**src/rtl/mmt_pkg.sv**
```systemverilog
// ----------------------------------------------------------------------------
// mmt_pkg
// Token record, kind and character codes, and character-class functions.
// ----------------------------------------------------------------------------
package mmt_pkg;

   localparam int FIELD_BITS = 24;
   localparam int VALUE_BITS = 63;

   localparam logic [FIELD_BITS-1:0] FIELD_MAX = {FIELD_BITS{1'b1}};
   localparam logic [VALUE_BITS-1:0] VALUE_MAX = {VALUE_BITS{1'b1}};

   localparam logic OP_BYTE = 1'b0;
   localparam logic OP_EOF  = 1'b1;

   localparam logic [1:0] KIND_IDENT   = 2'd0;
   localparam logic [1:0] KIND_INTEGER = 2'd1;
   localparam logic [1:0] KIND_PUNCT   = 2'd2;
   localparam logic [1:0] KIND_EOF     = 2'd3;

   localparam logic [7:0] CH_TAB     = 8'h09;
   localparam logic [7:0] CH_NL      = 8'h0A;
   localparam logic [7:0] CH_CR      = 8'h0D;
   localparam logic [7:0] CH_SPACE   = 8'h20;
   localparam logic [7:0] CH_BANG    = 8'h21;
   localparam logic [7:0] CH_AMP     = 8'h26;
   localparam logic [7:0] CH_STAR    = 8'h2A;
   localparam logic [7:0] CH_MINUS   = 8'h2D;
   localparam logic [7:0] CH_DOT     = 8'h2E;
   localparam logic [7:0] CH_SLASH   = 8'h2F;
   localparam logic [7:0] CH_0       = 8'h30;
   localparam logic [7:0] CH_9       = 8'h39;
   localparam logic [7:0] CH_LT      = 8'h3C;
   localparam logic [7:0] CH_EQ      = 8'h3D;
   localparam logic [7:0] CH_GT      = 8'h3E;
   localparam logic [7:0] CH_UPPER_A = 8'h41;
   localparam logic [7:0] CH_UPPER_Z = 8'h5A;
   localparam logic [7:0] CH_UNDER   = 8'h5F;
   localparam logic [7:0] CH_LOWER_A = 8'h61;
   localparam logic [7:0] CH_LOWER_Z = 8'h7A;
   localparam logic [7:0] CH_BAR     = 8'h7C;

   typedef struct packed {
      logic [1:0]            kind;
      logic [FIELD_BITS-1:0] start_offset;
      logic [FIELD_BITS-1:0] length;
      logic [VALUE_BITS-1:0] number;
      logic [7:0]            punct_first;
      logic [7:0]            punct_second;
      logic [FIELD_BITS-1:0] line_number;
      logic                  last;
   } token_type;

   // Up to two tokens produced by one item, in order.
   typedef struct packed {
      logic [1:0] count;
      token_type  first;
      token_type  second;
   } tok_pair_type;

   function automatic logic is_alpha(input logic [7:0] c);
      return (c >= CH_LOWER_A && c <= CH_LOWER_Z) || (c >= CH_UPPER_A && c <= CH_UPPER_Z);
   endfunction

   function automatic logic is_digit(input logic [7:0] c);
      return c >= CH_0 && c <= CH_9;
   endfunction

   function automatic logic is_space(input logic [7:0] c);
      return c == CH_SPACE || (c >= CH_TAB && c <= CH_CR);
   endfunction

   function automatic logic is_word(input logic [7:0] c);
      return is_alpha(c) || is_digit(c) || c == CH_UNDER;
   endfunction

   function automatic logic is_op_pair(input logic [7:0] a, input logic [7:0] b);
      logic r;
      case ({a, b})
         {CH_MINUS, CH_GT}, {CH_DOT, CH_DOT}, {CH_LT, CH_LT}, {CH_GT, CH_GT},
         {CH_LT, CH_EQ}, {CH_GT, CH_EQ}, {CH_EQ, CH_EQ}, {CH_BANG, CH_EQ},
         {CH_AMP, CH_AMP}, {CH_BAR, CH_BAR}: r = 1'b1;
         default: r = 1'b0;
      endcase
      return r;
   endfunction

endpackage

```
**src/rtl/mmt_lexer_core.sv**
```systemverilog
// ----------------------------------------------------------------------------
// mmt_lexer_core
// Scanner state and the per-byte token decision, one byte per fire.
// ----------------------------------------------------------------------------
module mmt_lexer_core import mmt_pkg::*; #(
   parameter int OFFSET_BITS = 24
) (
   input  logic         clock,
   input  logic         reset,
   input  logic         fire,
   input  logic         op,
   input  logic [7:0]   ch,
   output tok_pair_type push
);

   localparam int SAT_W = (OFFSET_BITS > FIELD_BITS) ? OFFSET_BITS : FIELD_BITS;
   localparam logic [OFFSET_BITS-1:0] OFFSET_MAX = {OFFSET_BITS{1'b1}};

   typedef enum logic [2:0] {
      MODE_IDLE, MODE_IDENT, MODE_NUMBER, MODE_PUNCT,
      MODE_LINE_CMT, MODE_BLOCK, MODE_BLOCK_STAR
   } mode_type;

   mode_type               mode_ff, mode_in;
   logic [7:0]             held_ff, held_in;
   logic [OFFSET_BITS-1:0] start_ff, start_in;
   logic [FIELD_BITS-1:0]  tline_ff, tline_in;
   logic [VALUE_BITS-1:0]  value_ff, value_in;
   logic [OFFSET_BITS-1:0] offset_ff, offset_in;
   logic [FIELD_BITS-1:0]  cline_ff, cline_in;

   logic                   start_new;
   logic                   flush_valid;
   token_type              flush_tok;
   token_type              eof_tok;
   logic [OFFSET_BITS-1:0] tok_len;
   logic [VALUE_BITS+3:0]  value_x10;
   logic [FIELD_BITS-1:0]  cline_inc;
   tok_pair_type           push_c;

   function automatic logic [FIELD_BITS-1:0] sat_field(input logic [OFFSET_BITS-1:0] v);
      logic [SAT_W-1:0] ext;
      ext = SAT_W'(v);
      return (ext > SAT_W'(FIELD_MAX)) ? FIELD_MAX : ext[FIELD_BITS-1:0];
   endfunction

   assign tok_len   = offset_ff - start_ff;
   assign cline_inc = (cline_ff != FIELD_MAX) ? cline_ff + 1'b1 : cline_ff;
   assign value_x10 = ({4'b0, value_ff} << 3) + ({4'b0, value_ff} << 1)
                    + (VALUE_BITS+4)'(ch[3:0] - CH_0[3:0]);

   always_comb begin
      flush_tok              = '0;
      flush_tok.start_offset = sat_field(start_ff);
      flush_tok.line_number  = tline_ff;
      flush_tok.length       = sat_field(tok_len);
      flush_valid            = 1'b1;
      case (mode_ff)
         MODE_IDENT: flush_tok.kind = KIND_IDENT;
         MODE_NUMBER: begin
            flush_tok.kind   = KIND_INTEGER;
            flush_tok.number = value_ff;
         end
         MODE_PUNCT: begin
            flush_tok.kind        = KIND_PUNCT;
            flush_tok.length      = FIELD_BITS'(1);
            flush_tok.punct_first = held_ff;
         end
         default: flush_valid = 1'b0;
      endcase

      eof_tok              = '0;
      eof_tok.kind         = KIND_EOF;
      eof_tok.start_offset = sat_field(offset_ff);
      eof_tok.line_number  = cline_ff;
      eof_tok.last         = 1'b1;
   end

   always_comb begin
      mode_in   = mode_ff;
      held_in   = held_ff;
      start_in  = start_ff;
      tline_in  = tline_ff;
      value_in  = value_ff;
      offset_in = offset_ff;
      cline_in  = cline_ff;
      start_new = 1'b0;
      push_c    = '0;

      if (op == OP_EOF) begin
         if (flush_valid) begin
            push_c.count  = 2'd2;
            push_c.first  = flush_tok;
            push_c.second = eof_tok;
         end else begin
            push_c.count = 2'd1;
            push_c.first = eof_tok;
         end
         mode_in   = MODE_IDLE;
         held_in   = '0;
         start_in  = '0;
         tline_in  = FIELD_BITS'(1);
         value_in  = '0;
         offset_in = '0;
         cline_in  = FIELD_BITS'(1);
      end else begin
         unique case (mode_ff)
            MODE_IDENT: begin
               if (!is_word(ch)) begin
                  push_c.count = 2'd1;
                  push_c.first = flush_tok;
                  start_new    = 1'b1;
               end
            end
            MODE_NUMBER: begin
               if (is_digit(ch)) begin
                  value_in = (value_x10 > (VALUE_BITS+4)'(VALUE_MAX)) ? VALUE_MAX
                                                                     : value_x10[VALUE_BITS-1:0];
               end else begin
                  push_c.count = 2'd1;
                  push_c.first = flush_tok;
                  start_new    = 1'b1;
               end
            end
            MODE_PUNCT: begin
               if (held_ff == CH_SLASH && ch == CH_SLASH) begin
                  mode_in = MODE_LINE_CMT;
               end else if (held_ff == CH_SLASH && ch == CH_STAR) begin
                  mode_in = MODE_BLOCK;
               end else if (is_op_pair(held_ff, ch)) begin
                  push_c.count              = 2'd1;
                  push_c.first              = flush_tok;
                  push_c.first.length       = FIELD_BITS'(2);
                  push_c.first.punct_second = ch;
                  mode_in                   = MODE_IDLE;
               end else begin
                  push_c.count = 2'd1;
                  push_c.first = flush_tok;
                  start_new    = 1'b1;
               end
            end
            MODE_LINE_CMT: begin
               if (ch == CH_NL) begin
                  cline_in = cline_inc;
                  mode_in  = MODE_IDLE;
               end
            end
            MODE_BLOCK, MODE_BLOCK_STAR: begin
               if (ch == CH_NL) begin
                  cline_in = cline_inc;
               end
               if (mode_ff == MODE_BLOCK_STAR && ch == CH_SLASH) begin
                  mode_in = MODE_IDLE;
               end else begin
                  mode_in = (ch == CH_STAR) ? MODE_BLOCK_STAR : MODE_BLOCK;
               end
            end
            default: start_new = 1'b1;
         endcase

         // A byte that ends the previous token may itself open a new one.
         if (start_new) begin
            mode_in = MODE_IDLE;
            if (ch == CH_NL) begin
               cline_in = cline_inc;
            end else if (!is_space(ch)) begin
               start_in = offset_ff;
               tline_in = cline_ff;
               if (is_alpha(ch) || ch == CH_UNDER) begin
                  mode_in = MODE_IDENT;
               end else if (is_digit(ch)) begin
                  mode_in  = MODE_NUMBER;
                  value_in = VALUE_BITS'(ch[3:0] - CH_0[3:0]);
               end else begin
                  mode_in = MODE_PUNCT;
                  held_in = ch;
               end
            end
         end

         if (offset_ff != OFFSET_MAX) begin
            offset_in = offset_ff + 1'b1;
         end
         push_c.first.last = 1'b1;
      end
   end

   assign push = fire ? push_c : '0;

   always_ff @(posedge clock) begin
      if (reset) begin
         mode_ff   <= MODE_IDLE;
         held_ff   <= '0;
         start_ff  <= '0;
         tline_ff  <= FIELD_BITS'(1);
         value_ff  <= '0;
         offset_ff <= '0;
         cline_ff  <= FIELD_BITS'(1);
      end else if (fire) begin
         mode_ff   <= mode_in;
         held_ff   <= held_in;
         start_ff  <= start_in;
         tline_ff  <= tline_in;
         value_ff  <= value_in;
         offset_ff <= offset_in;
         cline_ff  <= cline_in;
      end
   end

endmodule

```
**src/rtl/mmt_result_fifo.sv**
```systemverilog
// ----------------------------------------------------------------------------
// mmt_result_fifo
// Small token queue that takes up to two tokens a cycle and gives one.
// ----------------------------------------------------------------------------
module mmt_result_fifo import mmt_pkg::*; (
   input  logic         clock,
   input  logic         reset,
   input  tok_pair_type push,
   output logic         room,
   output logic         out_valid,
   input  logic         out_ready,
   output token_type    out_tok
);

   localparam int DEPTH = 4;
   localparam int PTR_W = $clog2(DEPTH);
   localparam int CNT_W = $clog2(DEPTH + 1);

   token_type          entry_ff [DEPTH];
   logic [PTR_W-1:0]   wr_ptr_ff, wr_ptr_in;
   logic [PTR_W-1:0]   rd_ptr_ff, rd_ptr_in;
   logic [CNT_W-1:0]   count_ff, count_in;
   logic [PTR_W-1:0]   wr_ptr_next;
   logic               pop;

   assign out_valid   = count_ff != '0;
   assign out_tok     = entry_ff[rd_ptr_ff];
   assign room        = count_ff <= CNT_W'(DEPTH - 2);
   assign pop         = out_valid && out_ready;
   assign wr_ptr_next = PTR_W'(wr_ptr_ff + 1'b1);
   assign wr_ptr_in   = PTR_W'(wr_ptr_ff + push.count);
   assign rd_ptr_in   = pop ? PTR_W'(rd_ptr_ff + 1'b1) : rd_ptr_ff;
   assign count_in    = CNT_W'(count_ff + CNT_W'(push.count) - CNT_W'(pop));

   always_ff @(posedge clock) begin
      if (push.count != 2'd0) begin
         entry_ff[wr_ptr_ff] <= push.first;
      end
      if (push.count == 2'd2) begin
         entry_ff[wr_ptr_next] <= push.second;
      end
   end

   always_ff @(posedge clock) begin
      if (reset) begin
         wr_ptr_ff <= '0;
         rd_ptr_ff <= '0;
         count_ff  <= '0;
      end else begin
         wr_ptr_ff <= wr_ptr_in;
         rd_ptr_ff <= rd_ptr_in;
         count_ff  <= count_in;
      end
   end

endmodule

```
**src/rtl/maximal_munch_tokenizer_top.sv**
```systemverilog
// ----------------------------------------------------------------------------
// maximal_munch_tokenizer_top: streaming maximal-munch tokenizer
// Throughput: one byte beat per cycle while the queue has room for two tokens;
// the scanner's combinational decision between the input register and the
// token queue sets that figure. A beat fires from the input register while
// the queue holds at most two tokens; the queue then drives rsp_valid.
// Reset: synchronous; clears the scanner to line 1, offset 0, queue empty.
// ----------------------------------------------------------------------------
module maximal_munch_tokenizer_top import mmt_pkg::*; #(
   parameter int OFFSET_BITS = 24
) (
   input  logic        clock,
   input  logic        reset,
   input  logic        req_valid,
   output logic        req_ready,
   input  logic        req_op,
   input  logic [7:0]  req_ch,
   output logic        rsp_valid,
   input  logic        rsp_ready,
   output logic [1:0]  rsp_kind,
   output logic [23:0] rsp_start_offset,
   output logic [23:0] rsp_length,
   output logic [62:0] rsp_number,
   output logic [7:0]  rsp_punct_first,
   output logic [7:0]  rsp_punct_second,
   output logic [23:0] rsp_line_number,
   output logic        rsp_last
);

   // Input register. A byte beat sits here while the scanner decides on it;
   // it moves on as soon as the queue has room for two tokens,
   // which is enough for the flush and eof pair of an end-of-text beat.
   logic         in_valid_ff, in_valid_in;
   logic         in_op_ff;
   logic [7:0]   in_ch_ff;
   logic         fire;
   logic         room;
   tok_pair_type push;
   token_type    out_tok;

   assign fire        = in_valid_ff && room;
   assign req_ready   = !in_valid_ff || fire;
   assign in_valid_in = (req_valid && req_ready) || (in_valid_ff && !fire);

   always_ff @(posedge clock) begin
      if (reset) begin
         in_valid_ff <= 1'b0;
      end else begin
         in_valid_ff <= in_valid_in;
      end
   end

   // The payload needs no reset; it is loaded only on an accepted beat.
   always_ff @(posedge clock) begin
      if (req_valid && req_ready) begin
         in_op_ff <= req_op;
         in_ch_ff <= req_ch;
      end
   end

   // Scanner: holds the mode, the pending token and the counters, and turns
   // one byte into zero or one token, or end of text into one or two.
   mmt_lexer_core #(
      .OFFSET_BITS (OFFSET_BITS)
   ) u_core (
      .clock (clock),
      .reset (reset),
      .fire  (fire),
      .op    (in_op_ff),
      .ch    (in_ch_ff),
      .push  (push)
   );

   // Token queue: decouples the scanner from a stalled consumer, so new
   // bytes keep flowing while a finished token waits to be taken.
   mmt_result_fifo u_fifo (
      .clock     (clock),
      .reset     (reset),
      .push      (push),
      .room      (room),
      .out_valid (rsp_valid),
      .out_ready (rsp_ready),
      .out_tok   (out_tok)
   );

   assign rsp_kind         = out_tok.kind;
   assign rsp_start_offset = out_tok.start_offset;
   assign rsp_length       = out_tok.length;
   assign rsp_number       = out_tok.number;
   assign rsp_punct_first  = out_tok.punct_first;
   assign rsp_punct_second = out_tok.punct_second;
   assign rsp_line_number  = out_tok.line_number;
   assign rsp_last         = out_tok.last;

endmodule

```
**config.mk**
```make
export PLATFORM = sky130hd
export DESIGN_NAME = maximal_munch_tokenizer_top
export DESIGN_NICKNAME = d
export VERILOG_FILES = /design/src/rtl/mmt_pkg.sv /design/src/rtl/mmt_lexer_core.sv /design/src/rtl/mmt_result_fifo.sv /design/src/rtl/maximal_munch_tokenizer_top.sv
export SDC_FILE = /design/constraint.sdc
export NUM_CORES = 2
export LEC_CHECK = 0
export BUFFER_PORTS_ARGS = -buffer_cell sky130_fd_sc_hd__buf_4
export CAP_MARGIN = 20
export CORE_ASPECT_RATIO = 1.75
export CORE_MARGIN = 2
export CORE_UTILIZATION = 40
export CTS_BUF_LIST = sky130_fd_sc_hd__clkbuf_8
export DETAILED_ROUTE_END_ITERATION = 7
export SYNTH_ARGS = -nofsm -noshare
export SYNTH_HDL_FRONTEND = slang
export SYNTH_HIERARCHICAL = 1
export SYNTH_SLANG_ARGS = --single-unit
```
**constraint.sdc**
```tcl
create_clock -name clock -period 18.31 [get_ports clock]
set_input_delay 1.831 -clock clock [delete_from_list [all_inputs] [get_ports clock]]
set_output_delay 1.831 -clock clock [all_outputs]
set_load 0.01 [all_outputs]
```
# After elaboration in Yosys (flattened, before gate mapping)
# Memories as Yosys holds them, arrays and structs flattened. A register that Yosys moved wholly into a read port is not among the register bits.
# Index checks and enable logic that the tools add are counted.
[op_classes] n_div=0 magnitude_cmp=13 n_reduce_logical=33 bitwise_logic=0 n_addsub=10 n_shift=0 muxes=81 multipliers=0 n_eq_ne=31
[ops] op="$mux 63" count=10
[ops] op="$mux 24" count=20
[ops] op="$mux 156" count=3
[ops] op="$pmux 156 s3" count=1
[ops] op="$mux 155" count=3
[ops] op="$mux 310" count=1
[ops] op="$mux 154" count=2
[ops] op="$eq 16x14->1 const B" count=9
[ops] op="$mux 128" count=1
[ops] op="$gt 24x24->1 const B" count=3
[ops] op="$add 66x64->67" count=1
[ops] op="$add 67x4->67" count=1
[ops] op="$gt 67x63->1 const B" count=1
[ops] op="$mux 8" count=7
[ops] op="$add 24x1->24 const B" count=2
[ops] op="$ne 24x24->1 const B" count=2
[ops] op="$eq 8x6->1 const B" count=4
[ops] op="$mux 3" count=10
[ops] op="$sub 24x24->24" count=1
[ops] op="$mux 1" count=17
[ops] op="$eq 16x15->1 const B" count=1
[ops] op="$ge 8x7->1 const B" count=2
[ops] op="$le 8x7->1 const B" count=2
[ops] op="$logic_and 1x1->1" count=11
[ops] op="other kinds (33)" count=53
[totals] regBits=187 mem_bits_rw=616 input_bits=13 mem_bits_ro=0 mem_count=1 latchBits=0 out_inout_bits=156 word_cells=182
[memory_table] name="u_fifo.entry_ff" words=4 word_bits=154 rd=1 rd_clocked_by_memory_dff=1 write_ports=2 line="mmt_result_fifo.sv:19" rtl="token_type entry_ff [DEPTH];"

# Longest topological paths before layout
[depth] word_depth=16 depth_mapped=18

# Modules after synthesis
# Netlist, hierarchy kept.
[modules_own_cells] mod="mmt_result_fifo" n_inst=1 cells_each=1538 seq_area_each_um2=18677.9 area_per_inst_um2=30010.0
[modules_own_cells] mod="mmt_lexer_core" n_inst=1 cells_each=2109 seq_area_each_um2=3403.3 area_per_inst_um2=15413.5
[modules_own_cells] mod="maximal_munch_tokenizer_top" n_inst=1 cells_each=15 seq_area_each_um2=290.3 area_per_inst_um2=332.8

# Least setup slack after synthesis
# No wires, ideal clock.
[synth_timing] path_type="register -> register" startpoint="reg in_ch_ff[2]" endpoint="mem u_fifo/entry_ff[0][0] in the netlist's numbering (enable)" setup_slack_ns=4.334 setup_ns=0.880 period_less_slack_ns=13.976 path_buffers=2 t_arrival_ns=13.096 required_ns=17.430 stages_incl_launch_ff=13 path_cell_list="edfxtp_1 buf_2 nor2b_1 a31oi_1 a311oi_1 o21ba_2 o22a_1 nor2_1 o31ai_1 clkbuf_1 nor2_1 o21bai_1 o21ai_0"
[synth_rtl] item="from (decl)" line="maximal_munch_tokenizer_top.sv:35" rtl="logic [7:0] in_ch_ff;"
[synth_rtl] item="from (signal assigned)" line="maximal_munch_tokenizer_top.sv:57" rtl="in_ch_ff <= req_ch;"
[synth_rtl] item="to (decl)" line="mmt_result_fifo.sv:19"

==> results.ini <==
[route]
vias=29834
drt-wirelength-per-cell_um=22.97
drt-pass1-iter-count=5
ant_nets=0
wl_um=123300
post-route-drc-count=0
viasPerCell=5.558
drtIter0Drc=1530

[setup_path]
worstPathMaxFanout=83
path_cells=buf_12 -> buf_4 -> mux4_2 -> buf_4
crit_buf_inv=3
worstPathArrival_ps=4090
r2r-end=u_core/value_ff[52]
crit_slowest_cell=dfxtp_4
cp_top_family=buffers and inverters
worstSetupPathType=reg2out
cp.required_ps=16480
rr_startpoint=in_ch_ff[3]
worstSetupEndpointType=primary output
cp-start-kind=register
cp_slowest_stage_delay_ps=880
rr_worst_depth=16
critPathMostFrequentCell=buf_4
regToRegSetupSlack_ps=12940

[clock_network]
htree_levels=3
cts_buffer_depth=3
cts_tree=built
cts_hold_buffers=0
cts_buffers=118
clkSlewWorstSetupHoldPaths_ps=70
cts_resized=0
insertion_delay_ps=840
cts_setup_buffers=0
root_buffer=clkbuf_8
cts_sinks=805

[cells_and_area]
final_cell_mix=edfxtp_1 (625), mux2_2 (609), nand2_1 (270), nor2_1 (223), buf_4 (215)
layout_commonest_cell=edfxtp_1
drive_gt1_share_pct=30.90
synthToLayoutAreaGrowth_pct=9.770
multiInputGateArea_mm2=0.02169
regArea_mm2=0.02238
layout.nets=3941
fill_cells=10545

[floorplan]
fp-row-count=164
die_h_um=451.4
core_area_mm2=0.1139
die_x_um=259.7
start_util_pct=40.18
die_area_mm2=0.1172
boundaryPins=169

[timing]
drv_slew=0
fin_crit_sh_pct=32.34
max-slew-margin-rel_pct=26.83
worst_pin_slew_ps=1098
fin_crit_ps=5922
tns_ps=0
setup_viol=0
rsz0062_at_grt=false
hold_viol_final=0
max_freq_mhz=168.9
skew_ps=53.63

[grt]
grt_max_degree=133
track_usage_pct=20.86
antenna_found_initial=4
grt_pass1_wl_um=187800
grt-ovfl-total=0
grt_pass1_vias=31667

[run_status]
status=finished clean

[synth]
postSynthCellCount=3662
yosys_warnings=6
synth-edff-count=625
ys_seq_elements=805
ys_async_sr_fraction_pct=0
yosysUniqueCellTypes=91
seq_area_frac_synth_pct=48.89
syn-cell-area_mm2=0.04576
synthFlopType=edfxtp_1
syn_area_per_cell_um2=12.49

[placed_design]
hpwl_um=79080
io_buffer_count=168
routabilityCongestion=0.8973

[pwr]
fin_total_pwr_w=0.004349
leakagePower_nw=19.01
ir_drop_uv=71.95
powerDensity_mw_per_mm2=86.59

[min_path]
min_to=u_core/tline_ff[13]
holdPathStages=2
hp-class=reg2reg
hold_path_startpoint=u_core/tline_ff[13]

[run]
cap_violations=0

[cell usage after synthesis (6+ instances only)]
cell	count	area (um2)
a211oi_1	8	60.06
a21o_1	45	337.8
a21oi_1	165	825.8
a22oi_1	112	840.8
a2bb2oi_1	10	87.58
a31oi_1	25	156.4
and2_1	112	700.7
and3_1	29	181.4
and4_1	9	78.83
buf_1	8	30.03
buf_2	87	435.4
buf_4	116	870.8
buf_6	17	191.4
clkbuf_1	105	394.1
dfxtp_1	180	3603
edfxtp_1	625	18770
ha_1	154	1927
inv_1	82	307.8
mux2_1	10	112.6
mux2_2	609	6858
mux4_2	154	3468
nand2_1	270	1013
nand2b_1	15	93.84
nand3_1	29	145.1
nand4_1	39	244.0
nor2_1	228	855.8
nor2b_1	8	50.05
nor3_1	42	210.2
nor3b_1	7	52.55
nor4_1	15	93.84
o211ai_1	12	90.09
o21a_1	11	82.58
o21ai_0	82	410.4
o21ai_1	6	30.03
o21bai_1	17	127.6
o221ai_1	6	52.55
o31ai_1	7	52.55
or3_1	17	106.4
xnor2_1	48	420.4
xor2_1	46	402.9
[worst max path at each step]
stage | start | end | slack (ps) | depth (start not counted)
global route | register | rsp_start_offset[0] | 12030 | 4
finish | register | rsp_number[0] | 12390 | 4
CTS | register | rsp_number[0] | 12130 | 4
floorplan | in_ch_ff[2] | u_fifo/entry_ff[0][0] | 4330 | 12
global placement | register | rsp_punct_second[3] | 13080 | 4
detailed placement | in_ch_ff[3] | u_core/value_ff[54] | 13010 | 16
[cell families (layout without fill, tap and decap cells)]
kind of cell,count (synthesis),in the layout,synth area share (%)
and+or+nand+nor,844,844,8.925
buffers and inverters,415,521,4.873
muxes,778,778,22.92
xor gates and xnor gates,96,96,1.898
AOI/OAI and AO/OA,564,564,8.072
other,1,107,0.008196
DFF,805,805,48.89
adders and majority gates,159,159,4.408
[stage by stage]
step                std cells  setup WS, ps  hold WS [ps]  instance area, um2  utilization (%)
finish                   5368         12390         510.5               50230            44.10
global route             5366         12030         539.7               50220            44.10
CTS                      5365         12130         513.7               50220            44.10
detailed placement       5144         13010         497.9               47920            42.08
global placement         5144         13080         490.1               47920            42.08
floorplan                3765          4334         466.3               46140                -
[registers in the layout, summed over array words and instances, names as in the netlist, 8 cells and up, named ones only]
register	flops
u_core/cline_ff	24
u_fifo/entry_ff	616
in_ch_ff	8
u_core/tline_ff	24
u_core/start_ff	24
u_core/held_ff	8
u_core/offset_ff	24
u_core/value_ff	63
[worst min-delay path, delay by kind of cell, from the launching register on]
kind	cells	cell delay (ps)
compound gates	1	80
simple gates	1	70
flops	1	330
[report_power, final]
group          total (W)  internal, W  switching (W)
Sequential       0.00207      0.00202      0.0000480
Combinational   0.000836     0.000386       0.000450
Clock            0.00144     0.000700       0.000742
Total            0.00435      0.00311        0.00124
[cell type report]
class	count	share of cell area [%]
inverter	82	0.6128
timing repair buffer	218	3.333
clock buffer	130	3.562
sequential	805	44.56
antenna	3	0.01495
tap	1494	3.722
clock inverter	91	1.006
multi-input combinational	2545	43.19
[metal layers]
layer  routed length (um)  up-vias  track usage, %
li1                     -    13899               -
met1                46680    15086           22.76
met2                67210      624           39.72
met3                 4769      219           3.019
met4                 4598        6           8.693
met5                   38        -               0
(Power assumes the default switching activity.)
